--- config.mk ---
export PLATFORM = sky130hd
export DESIGN_NAME = ssg_ctrl
export DESIGN_NICKNAME = d
export VERILOG_FILES = /design/src/hdl/ssg_pkg.sv /design/src/hdl/ssg_ctrl.sv
export SDC_FILE = /design/constraint.sdc
export NUM_CORES = 1
export LEC_CHECK = 0
export ABC_AREA = 1
export BUFFER_PORTS_ARGS = -buffer_cell sky130_fd_sc_hd__buf_2
export CAP_MARGIN = 10
export CORE_AREA = 2 2 39 41
export DETAILED_ROUTE_END_ITERATION = 8
export DIE_AREA = 0 0 41 43
export GPL_TIMING_DRIVEN = 1
export PLACE_DENSITY = 0.7
export SYNTH_ARGS = -nofsm -noshare
export SYNTH_HDL_FRONTEND = slang
export SYNTH_SLANG_ARGS = --single-unit
--- constraint.sdc ---
create_clock -name clock -period 2 [get_ports clock]
set_input_delay 0.2 -clock clock [delete_from_list [all_inputs] [get_ports clock]]
set_output_delay 0.2 -clock clock [all_outputs]
set_load 0.05 [all_outputs]
--- src/hdl/ssg_pkg.sv ---
// shared types, constants and codes of the serial schedule generator
`timescale 1ns / 1ps
package ssg_pkg;

   // default sizes
   localparam int MAX_JOBS_DEF  = 64;
   localparam int HORIZON_DEF   = 256;
   localparam int RESOURCES_DEF = 4;

   // configuration register indexes
   localparam logic [2:0] REG_DIRECTION  = 3'd0;
   localparam logic [2:0] REG_CAPACITY_0 = 3'd1;
   localparam logic [2:0] REG_CAPACITY_1 = 3'd2;
   localparam logic [2:0] REG_CAPACITY_2 = 3'd3;
   localparam logic [2:0] REG_CAPACITY_3 = 3'd4;

   // one 8 bit lane per resource
   typedef logic [3:0][7:0] lane_array_type;

   // controller states
   typedef enum logic [3:0] {
      S_CLEAR,
      S_IDLE,
      S_START,
      S_SCAN_RD,
      S_SCAN_CMP,
      S_PLACE,
      S_CHK_RD,
      S_CHK_CMP,
      S_BOOK_RD,
      S_BOOK_WR,
      S_TABLE,
      S_OUT
   } state_type;

   // datapath operations
   typedef enum logic [3:0] {
      OP_NONE,
      OP_LOAD,
      OP_CLEAR,
      OP_START,
      OP_SCAN_RD,
      OP_SCAN_CMP,
      OP_PLACE,
      OP_CHK_RD,
      OP_CHK_CMP,
      OP_BOOK_RD,
      OP_BOOK_WR,
      OP_TABLE,
      OP_OUT
   } op_type;

   typedef struct packed {
      op_type op;
   } cmd_type;

   typedef struct packed {
      logic new_sched;
      logic pending;
      logic clr_last;
      logic bad;
      logic scan_last;
      logic place_fail;
      logic hz_fail;
      logic conflict;
      logic move_fail;
      logic chk_last;
      logic out_free;
   } status_type;

endpackage

--- src/hdl/ssg_ctrl.sv ---
// sequencer of the schedule generator
`timescale 1ns / 1ps
module ssg_ctrl (
   input  logic               clock,
   input  logic               reset,
   input  logic               req_valid,
   output logic               req_stall,
   input  ssg_pkg::status_type sts,
   output ssg_pkg::cmd_type    cmd
);
   import ssg_pkg::*;

   state_type state_ff, state_in;

   // state register
   always_ff @(posedge clock) begin
      if (reset) begin
         state_ff <= S_CLEAR;
      end else begin
         state_ff <= state_in;
      end
   end

   // next state
   always_comb begin
      state_in = state_ff;
      case (state_ff)
         S_CLEAR: begin
            if (sts.clr_last) state_in = sts.pending ? S_START : S_IDLE;
         end
         S_IDLE: begin
            if (req_valid) state_in = sts.new_sched ? S_CLEAR : S_START;
         end
         S_START: begin
            state_in = sts.bad ? S_OUT : S_SCAN_RD;
         end
         S_SCAN_RD: state_in = S_SCAN_CMP;
         S_SCAN_CMP: begin
            state_in = sts.scan_last ? S_PLACE : S_SCAN_RD;
         end
         S_PLACE: begin
            state_in = sts.place_fail ? S_OUT : S_CHK_RD;
         end
         S_CHK_RD: begin
            state_in = sts.hz_fail ? S_OUT : S_CHK_CMP;
         end
         S_CHK_CMP: begin
            if (sts.conflict) state_in = sts.move_fail ? S_OUT : S_CHK_RD;
            else              state_in = sts.chk_last ? S_BOOK_RD : S_CHK_RD;
         end
         S_BOOK_RD: state_in = S_BOOK_WR;
         S_BOOK_WR: begin
            state_in = sts.chk_last ? S_TABLE : S_BOOK_RD;
         end
         S_TABLE: state_in = S_OUT;
         S_OUT: begin
            if (sts.out_free) state_in = S_IDLE;
         end
         default: state_in = S_IDLE;
      endcase
   end

   // commands
   always_comb begin
      cmd.op    = OP_NONE;
      req_stall = 1'b1;
      case (state_ff)
         S_CLEAR:    cmd.op = OP_CLEAR;
         S_IDLE: begin
            req_stall = 1'b0;
            if (req_valid) cmd.op = OP_LOAD;
         end
         S_START:    cmd.op = OP_START;
         S_SCAN_RD:  cmd.op = OP_SCAN_RD;
         S_SCAN_CMP: cmd.op = OP_SCAN_CMP;
         S_PLACE:    cmd.op = OP_PLACE;
         S_CHK_RD:   cmd.op = OP_CHK_RD;
         S_CHK_CMP:  cmd.op = OP_CHK_CMP;
         S_BOOK_RD:  cmd.op = OP_BOOK_RD;
         S_BOOK_WR:  cmd.op = OP_BOOK_WR;
         S_TABLE:    cmd.op = OP_TABLE;
         S_OUT:      cmd.op = OP_OUT;
         default:    cmd.op = OP_NONE;
      endcase
   end

endmodule

### After elaboration in Yosys (flattened, before gate mapping)

Cells that the tools add are included.

| operators by class | value |
|---|---|
| equal/unequal tests | 14 |
| mux-type cells | 17 |
| reduce and logical (&&, ||, !) cells | 2 |

Operators with widths:

| cell | count |
|---|---|
| 4-bit case mux with 12 select lines | 2 |
| 4-bit 2-to-1 mux | 9 |
| 4-bit by 3-bit equality test with 1-bit output, second input constant | 4 |
| 4-bit equality test, second input constant | 4 |
| 4-bit by 2-bit equality test with 1-bit output, second input constant | 2 |
| 2-bit 2-to-1 mux | 3 |
| 2-bit != test, second input constant | 3 |
| 4-bit by 1-bit equality test with 1-bit output, second input constant | 1 |
| 4-bit zero test | 1 |
| 3-bit 2-to-1 mux | 1 |
| 3-bit AND reduction | 1 |
| 1-bit 2-to-1 mux | 2 |

| word-level totals | value |
|---|---|
| bits in registers | 4 |
| input port bits | 14 |
| output and inout port bits | 5 |
| word-level logic and storage cells | 34 |

### Longest topological paths before layout

Gate-level depths: netlist (run 1).

| logic depth | value |
|---|---|
| depth in word-level cells | 3 |
| depth in mapped cells | 8 |
| mapped depth without buffers | 7 |

### Worst setup path after synthesis (run 1)

Ideal clock, no wire load.

| path | value |
|---|---|
| path type | reg-to-output |
| from | reg state_ff[3] |
| to | out cmd[0] (netlist name) |
| data arrival time | 1771 ps |
| setup slack | 29 ps |
| cell stages (with the launch flop) | 6 |
| cell sequence | dfxtp_1 > nor2_1 > inv_1 > nor2_1 > inv_1 > o21bai_1 |

RTL lines:

| what | RTL line | source |
|---|---|---|
| from (decl) | ssg_ctrl.sv:13 | `state_type state_ff, state_in;` |
| from (signal assigned) | ssg_ctrl.sv:20 | `state_ff <= state_in;` |
| to (decl) | ssg_ctrl.sv:9 | `output ssg_pkg::cmd_type cmd` |

==> impl_metrics.toml, run 1 <==
[status]
outcome = "finished clean"

[route]
postRouteAntennaNets = 0
drtIter0Drc = 21
wl_per_cell_um = 9.843
vias_per_cell = 4.810
wl_um = 1191
firstDrtPassIters = 5
remaining_drc_errors = 0
vias = 582

[finish]
top_register = "state_ff"
largest_register_ffs = 4
diodes = 0
utilization_pct = 41.41
area_growth_pct = 29.01
biggestRegsByFlops = "state_ff (4)"
drive_gt1_share_pct = 22.86
multi_input_area_um2 = 300.3
nets = 121
seq_area_um2 = 80.08
fillCellCount = 154

[timing]
slew_headroom_pct = 78.13
fin_crit_ns = 1.795
worstMarginPinSlew_ns = 0.3269
max_freq_mhz = 557.0
finalCritPeriodShare_pct = 89.76
finalSetupViolations = 0
tns_ns = 0
rsz0062_at_grt = "false"
slew_viol_final = 0
finalClockSkew_ns = 0.001771
hold_viol_final = 0

[yosys]
yosysMostFrequentCell = "nand2_1"
synth.net_count = 98
netlist.area_leader.share_pct = 18.03
yosysWarnings = 0
async_flop_share_pct = 0
syn_area_um2 = 444.2
ys_types = 17
synth_common_cells = "nand2_1 (17), inv_1 (14), nand3_1 (14), nor2_1 (14), a21oi_1 (5)"
synth_edf_count = 0
yosysTopAreaCell = "dfxtp_1"
synth_cells = 84
synth_top_flop_cell = "dfxtp_1"
synth_top_cells_by_area = "dfxtp_1 (18%), nand3_1 (16%), nand2_1 (14%)"
synth_seq_area_share_pct = 18.03
synth.avg_cell_area_um2 = 5.288
ys_ff_latch = 4

[global_routing]
grt_pass1_vias = 508
antenna_found_initial = 0
met3_usage_pct = 4.712
globalRoute.busiestLayer = "met2"
grt_start_max_net_pins = 9
gr-total-overflow = 0
groute.usage.overall_pct = 16.37
grt_first_pass_wirelength_um = 1987
grt_use_met2_pct = 24.38
use_met1_pct = 21.54

[die]
num_rows = 14
die-area_um2 = 1763
coreArea_um2 = 1384
chipHeight_um = 43
initial_core_util_pct = 32.10
io_pins = 19
dieWidth_um = 41

[setup_path]
r2r_cells = 7
path_max_fanout = 6
end_kind = "output port"
path_class = "reg -> out"
critPathRequiredTime_ns = 1.80
arrival_ns = 1.60
startpoint_type = "register"

[placed_design]
place_hpwl_um = 978.2
place_congestion = 0.8734
port_buffers = 18

[worst_hold_path]
whs_path_depth = 2
hold_path.class = "in -> reg"

[cts]
cts_made_buffers = 3
htree_levels = 1
cts_tree = "yes"
clk_latency_ns = 0.23
ctsResizeCount = 0
clkSinkCount = 4
post_cts_buffers = 0
cts.root.buffer_cell = "clkbuf_4"
cts_buffer_depth = 2
holdBufCountCts = 0
cts.reportedPaths.clkPinSlew_ns = 0.03

[job]
maxCapViolCount = 0

[power_and_ir_drop]
peakVddDrop_mv = 0.2763
leakagePower_nw = 0.3125
power_density_nw_per_um2 = 939.2
## report_power, final
| group | switching (W) | internal, W | total, W |
|---|---|---|---|
| logic | 0.000228 | 0.0000940 | 0.000322 |
| registers | 0.0000248 | 0.0000943 | 0.000119 |
| clock network | 0.0000303 | 0.0000669 | 0.0000972 |
## worst max-delay path: stages, from the launching register on
cell,delay [ns]
dfxtp_1,0.35
inv_1,0.09
nor2_1,0.27
nor2_1,0.07
a21oi_1,0.17
o21bai_1,0.13
buf_2,0.27
## layout by cell type (no fill, tap or decap)
master | netlist | routed
a21oi_1 | 5 | 5
nor4_1 | 1 | 1
o21bai_1 | 1 | 1
nand4_1 | 2 | 2
or2_2 | 1 | 1
dfxtp_1 | 4 | 4
inv_1 | 14 | 14
nor3_1 | 2 | 2
nor3b_1 | 1 | 1
clkbuf_4 | 0 | 3
nor2_1 | 14 | 14
o21ai_0 | 4 | 4
nand3b_1 | 1 | 1
nor2_2 | 1 | 1
nand3_1 | 14 | 14
buf_2 | 0 | 18
buf_4 | 0 | 1
nand2_1 | 17 | 17
o21ai_1 | 1 | 1
## layout make-up
type | count | share of cell area (%)
Multi-Input combinational cell | 65 | 52.40
Timing Repair Buffer | 19 | 17.03
Sequential cell | 4 | 13.97
Tap cell | 16 | 3.493
Inverter | 14 | 9.170
Clock buffer | 3 | 3.930
## worst paths after layout
path,from,end,slack [ns]
setup reg to reg,state_ff[1],state_ff[3],0.66
hold reg to reg,state_ff[2],state_ff[1],0.69
hold / removal,reset,state_ff[2],0.16
setup / recovery,state_ff[3],cmd[0],0.20
## logic make-up (layout without fill, tap and decap cells)
group	count (synthesis)	in the layout	synth area share, %
AO/OA/AOI/OAI	11	11	12.96
buffers and inverters	15	36	14.37
flip-flops	4	4	18.03
AND/OR/NAND/NOR	54	54	54.65
## metal layers
layer / wire length (um) / part of all wire [%] / up-vias
met5: 0 / 0 / -
met4: 0 / 0 / 0
met2: 532 / 45 / 27
met1: 571 / 48 / 238
li1: - / - / 317
met3: 87 / 7.3 / 0
## per-stage QoR
step           total power, W  hold slack, ns  area [um^2]  cells  setup slack, ns
6_report            0.0005382          0.1641        573.1    121           0.2048
2_1_floorplan       0.0003683          0.2691        444.2     84          0.02912
5_1_grt             0.0005812          0.1712        573.1    121          0.03914
3_5_place_dp        0.0004364          0.3988        550.5    118           0.4847
4_1_cts             0.0005389          0.1545        573.1    121           0.2255
3_3_place_gp        0.0004392          0.3985        550.5    118           0.5310
(Power assumes the default switching activity.)
==> run 2, diff against run 1 <==
- PLACE_DENSITY: 0.7 -> 0.57
==> run 2 against run 1 <==
Die area unchanged; global-route usage is 0.40 points lower; count of clock-buffer cells in the layout stayed put.
==> impl_metrics.toml, run 2 (same netlist as run 1, synthesis figures left out) <==
[status]
outcome = "finished clean"

[die]
num_rows = 14
io_pins = 19
chipHeight_um = 43
initial_core_util_pct = 32.10
dieWidth_um = 41
die-area_um2 = 1763
coreArea_um2 = 1384

[finish]
largest_register_ffs = 4
drive_gt1_share_pct = 22.86
top_register = "state_ff"
multi_input_area_um2 = 300.3
fin_area_um2 = 573.1
seq_area_um2 = 80.08
utilization_pct = 41.41
area_growth_pct = 29.01
nets = 121
layout_commonest_cell = "buf_2"
final_cell_mix = "buf_2 (18), nand2_1 (17), inv_1 (14), nor2_1 (14), nand3_1 (14)"
diodes = 0
biggestRegsByFlops = "state_ff (4)"
fillCellCount = 161

[global_routing]
antenna_found_initial = 0
grt_first_pass_wirelength_um = 1925
grt_start_max_net_pins = 9
groute.usage.overall_pct = 15.96
grt_pass1_vias = 501
gr-total-overflow = 0

[timing]
tns_ns = 0
slew_headroom_pct = 78.37
fin_crit_ns = 1.757
finalClockSkew_ns = 0.0005120
rsz0062_at_grt = "false"
finalCritPeriodShare_pct = 87.85
max_freq_mhz = 569.1
fin_ws_ns = 0.2430
slew_viol_final = 0
worstMarginPinSlew_ns = 0.3232
hold_viol_final = 0
finalSetupViolations = 0

[route]
drtIter0Drc = 24
wl_um = 1248
wl_met1_um = 574
wl_per_cell_um = 10.31
postRouteAntennaNets = 0
vias_per_cell = 4.909
remaining_drc_errors = 0
firstDrtPassIters = 4
dr_wl_met3_um = 67
highest_layer = "met3"
wl_met2_um = 606
vias = 594

[power_and_ir_drop]
power_density_nw_per_um2 = 941.9
peakVddDrop_mv = 0.3098
leakagePower_nw = 0.3125
p_total_w = 0.0005398

[setup_path]
rrSetupSlack_ns = 0.64
critPathRequiredTime_ns = 1.80
end_kind = "output port"
path_class = "reg -> out"
crit_family = "buffers and inverters"
cp_cell_sequence = "inv_1 -> nor2_1 -> nor2_1 -> a21oi_1 -> o21bai_1 -> buf_2"
path_common_cell = "nor2_1"
arrival_ns = 1.56
rr_startpoint = "state_ff[0]"
path_max_fanout = 6
slowest_delay_ns = 0.34
startpoint_type = "register"
cp_slowest_cell = "dfxtp_1"
path_buf_inv = 2
r2r_cells = 7
reg2reg_to = "state_ff[3]"

[cts]
ctsResizeCount = 0
clk_latency_ns = 0.23
cts.root.buffer_cell = "clkbuf_4"
holdBufCountCts = 0
cts_buffer_depth = 2
cts_tree = "yes"
cts.reportedPaths.clkPinSlew_ns = 0.03
cts_made_buffers = 3
clkSinkCount = 4
post_cts_buffers = 0
htree_levels = 1

[job]
maxCapViolCount = 0

[worst_hold_path]
hp-start = "reset"
hold_end = "state_ff[1]"
hold_path.class = "in -> reg"
whs_path_depth = 2

[placed_design]
place_hpwl_um = 1032
dp_slack_ns = 0.4983
dpl_cell_area_um2 = 550.5
place_congestion = 0.8483
port_buffers = 18
run 2: cell counts in the layout (fill, tap and decap cells not counted):
Identical to the previous run, type by type.
run 2: power breakdown:
group	switching [W]	total, W	internal (W)
logic	0.000229	0.000323	0.0000939
clock network	0.0000297	0.0000966	0.0000669
registers	0.0000256	0.000120	0.0000943
run 2: worst max path at each step:
| stage | startpoint | to | depth (start not counted) |
|---|---|---|---|
| global route | state_ff[1] | cmd[1] | 6 |
| CTS | state_ff[3] | cmd[0] | 6 |
| finish | state_ff[3] | cmd[0] | 6 |
| floorplan | state_ff[3] | cmd[0] | 5 |
| global placement | state_ff[1] | cmd[1] | 6 |
| detailed placement | state_ff[3] | cmd[0] | 6 |
run 2: metal layers:
layer	up-vias	track usage [%]
met1	256	18.65
met4	0	2.667
met3	0	6.283
met5	-	0
li1	320	-
met2	18	26.56
run 2: stage by stage:
stage / hold WS [ns] / std cells
floorplan: 0.2691 / 84
detailed placement: 0.3998 / 118
finish: 0.1586 / 121
global route: 0.1478 / 121
CTS: 0.1514 / 121
global placement: 0.3982 / 118
run 2: layout make-up:
cell class                 instances  share of cell area [%]
tap                               16                   3.493
inverter                          14                   9.170
sequential                         4                   13.97
multi-input combinational         65                   52.40
clock buffer                       3                   3.930
timing repair buffer              19                   17.03
==> run 3, diff against run 2 <==
- MAX_ROUTING_LAYER: default -> met4
==> run 3 against run 2 <==
Worst hold slack better by 0.0068 ns; highest routed layer unchanged; non-clock buffer count stayed put; sequential cell count stayed put; fmax hardly changed; largest power group unchanged; global-route usage is 0.39 points higher; sequential share of layout area stayed put; total power hardly changed.
==> impl_metrics.toml, run 3 (same netlist as run 1, synthesis figures left out) <==
[power_and_ir_drop]
seqPwrFrac_pct = 22.2
pwr-share-clk_pct = 17.9
pwr-share-comb_pct = 59.9
leakagePower_nw = 0.3125
p_int_w = 0.0002551
power_density_nw_per_um2 = 941.9
p_sw_w = 0.0002847
peakVddDrop_mv = 0.3099
swShare_pct = 52.74

[cts]
cts.root.buffer_cell = "clkbuf_4"
cts.reportedPaths.clkPinSlew_ns = 0.04
holdBufCountCts = 0
clkSinkCount = 4
ctsResizeCount = 0
cts_buffer_depth = 2
htree_levels = 1
clk_latency_ns = 0.23
cts_tree = "yes"
cts_made_buffers = 3
post_cts_buffers = 0

[die]
dieWidth_um = 41
initial_core_util_pct = 32.10
coreArea_um2 = 1384
io_pins = 19
num_rows = 14
die-area_um2 = 1763
chipHeight_um = 43

[placed_design]
port_buffers = 18
dpl_cell_area_um2 = 550.5
place_hpwl_um = 1032
place_congestion = 0.8616
dp_slack_ns = 0.4983

[setup_path]
slowest_delay_ns = 0.34
cp_slowest_cell = "dfxtp_1"
crit_path_start = "state_ff[3]"
arrival_ns = 1.56
rr_startpoint = "state_ff[0]"
rrSetupSlack_ns = 0.64
startpoint_type = "register"
path_max_fanout = 6
critPathRequiredTime_ns = 1.80
cp_cell_sequence = "inv_1 -> nor2_1 -> nor2_1 -> a21oi_1 -> o21bai_1 -> buf_2"
path_class = "reg -> out"
end_kind = "output port"
path_common_cell = "nor2_1"

[timing]
slew_headroom_pct = 78.37
hold_viol_final = 0
finalClockSkew_ns = 0.0007358
max_freq_mhz = 569.4
rsz0062_at_grt = "false"
fin_crit_ns = 1.756
worstMarginPinSlew_ns = 0.3232
finalSetupViolations = 0
fin_ws_ns = 0.2436
holdWs_ns = 0.1654
slew_viol_final = 0
tns_ns = 0
finalCritPeriodShare_pct = 87.82

[finish]
final_cell_mix = "buf_2 (18), nand2_1 (17), inv_1 (14), nor2_1 (14), nand3_1 (14)"
fillCellCount = 161
top_register = "state_ff"
largest_register_ffs = 4
drive_gt1_share_pct = 22.86
fin_area_um2 = 573.1
biggestRegsByFlops = "state_ff (4)"
layout_commonest_cell = "buf_2"
multi_input_area_um2 = 300.3
seq_area_um2 = 80.08
diodes = 0
area_growth_pct = 29.01
nets = 121

[route]
remaining_drc_errors = 0
postRouteAntennaNets = 0
wl_per_cell_um = 10.35
wl_um = 1252
vias = 590
firstDrtPassIters = 4
drtIter0Drc = 17
vias_per_cell = 4.876

[global_routing]
grt_pass1_vias = 497
grt_first_pass_wirelength_um = 1925
antenna_found_initial = 0
groute.usage.overall_pct = 16.36
grt_start_max_net_pins = 9
gr-total-overflow = 0

[worst_hold_path]
hp-start = "reset"
hold_path.class = "in -> reg"

[status]
outcome = "finished clean"

[job]
maxCapViolCount = 0
[run 3: final cells by class]
cell class	count	share of cell area, %
Multi-Input combinational cell	65	52.40
Sequential cell	4	13.97
Inverter	14	9.170
Clock buffer	3	3.930
Tap cell	16	3.493
Timing Repair Buffer	19	17.03
[run 3: path summary, 6_finish.rpt]
kind / depth (start not counted) / end
max: 6 / cmd[0]
min: 2 / state_ff[1]
max reg2reg: 7 / state_ff[3]
min reg2reg: 3 / state_ff[1]
[run 3: power by group through the flow]
stage	Combinational, W	Clock, W	Sequential, W
after CTS	0.000321	0.000102	0.000119
after detailed placement	0.000320	0	0.000120
after global routing	0.000352	0.000109	0.000123
after global placement	0.000322	0	0.000122
after floorplan	0.000262	0	0.000106
final	0.000323	0.0000964	0.000120
[run 3: layer usage]
layer / global-route usage [%] / share of wire [%] / up-vias
met5: - / 0 / -
met4: 2.667 / 0 / 0
met3: 6.283 / 3.6 / 0
met2: 26.56 / 49 / 14
met1: 18.65 / 48 / 257
li1: - / - / 319
[run 3: through the flow]
stage,std cells,total power (W),utilization (%)
after floorplan,84,0.0003683,-
after global placement,118,0.0004441,39.78
after detailed placement,118,0.0004402,39.78
after CTS,121,0.0005424,41.41
after global routing,121,0.0005839,41.41
final,121,0.0005398,41.41
[run 3: critical path: cells and delay by family (launching register included)]
| kind | cells | cell delay (ns) |
|---|---|---|
| buffers and inverters | 2 | 0.35 |
| and+or+nand+nor | 2 | 0.34 |
| DFF | 1 | 0.34 |
| AOI/OAI and AO/OA | 2 | 0.30 |
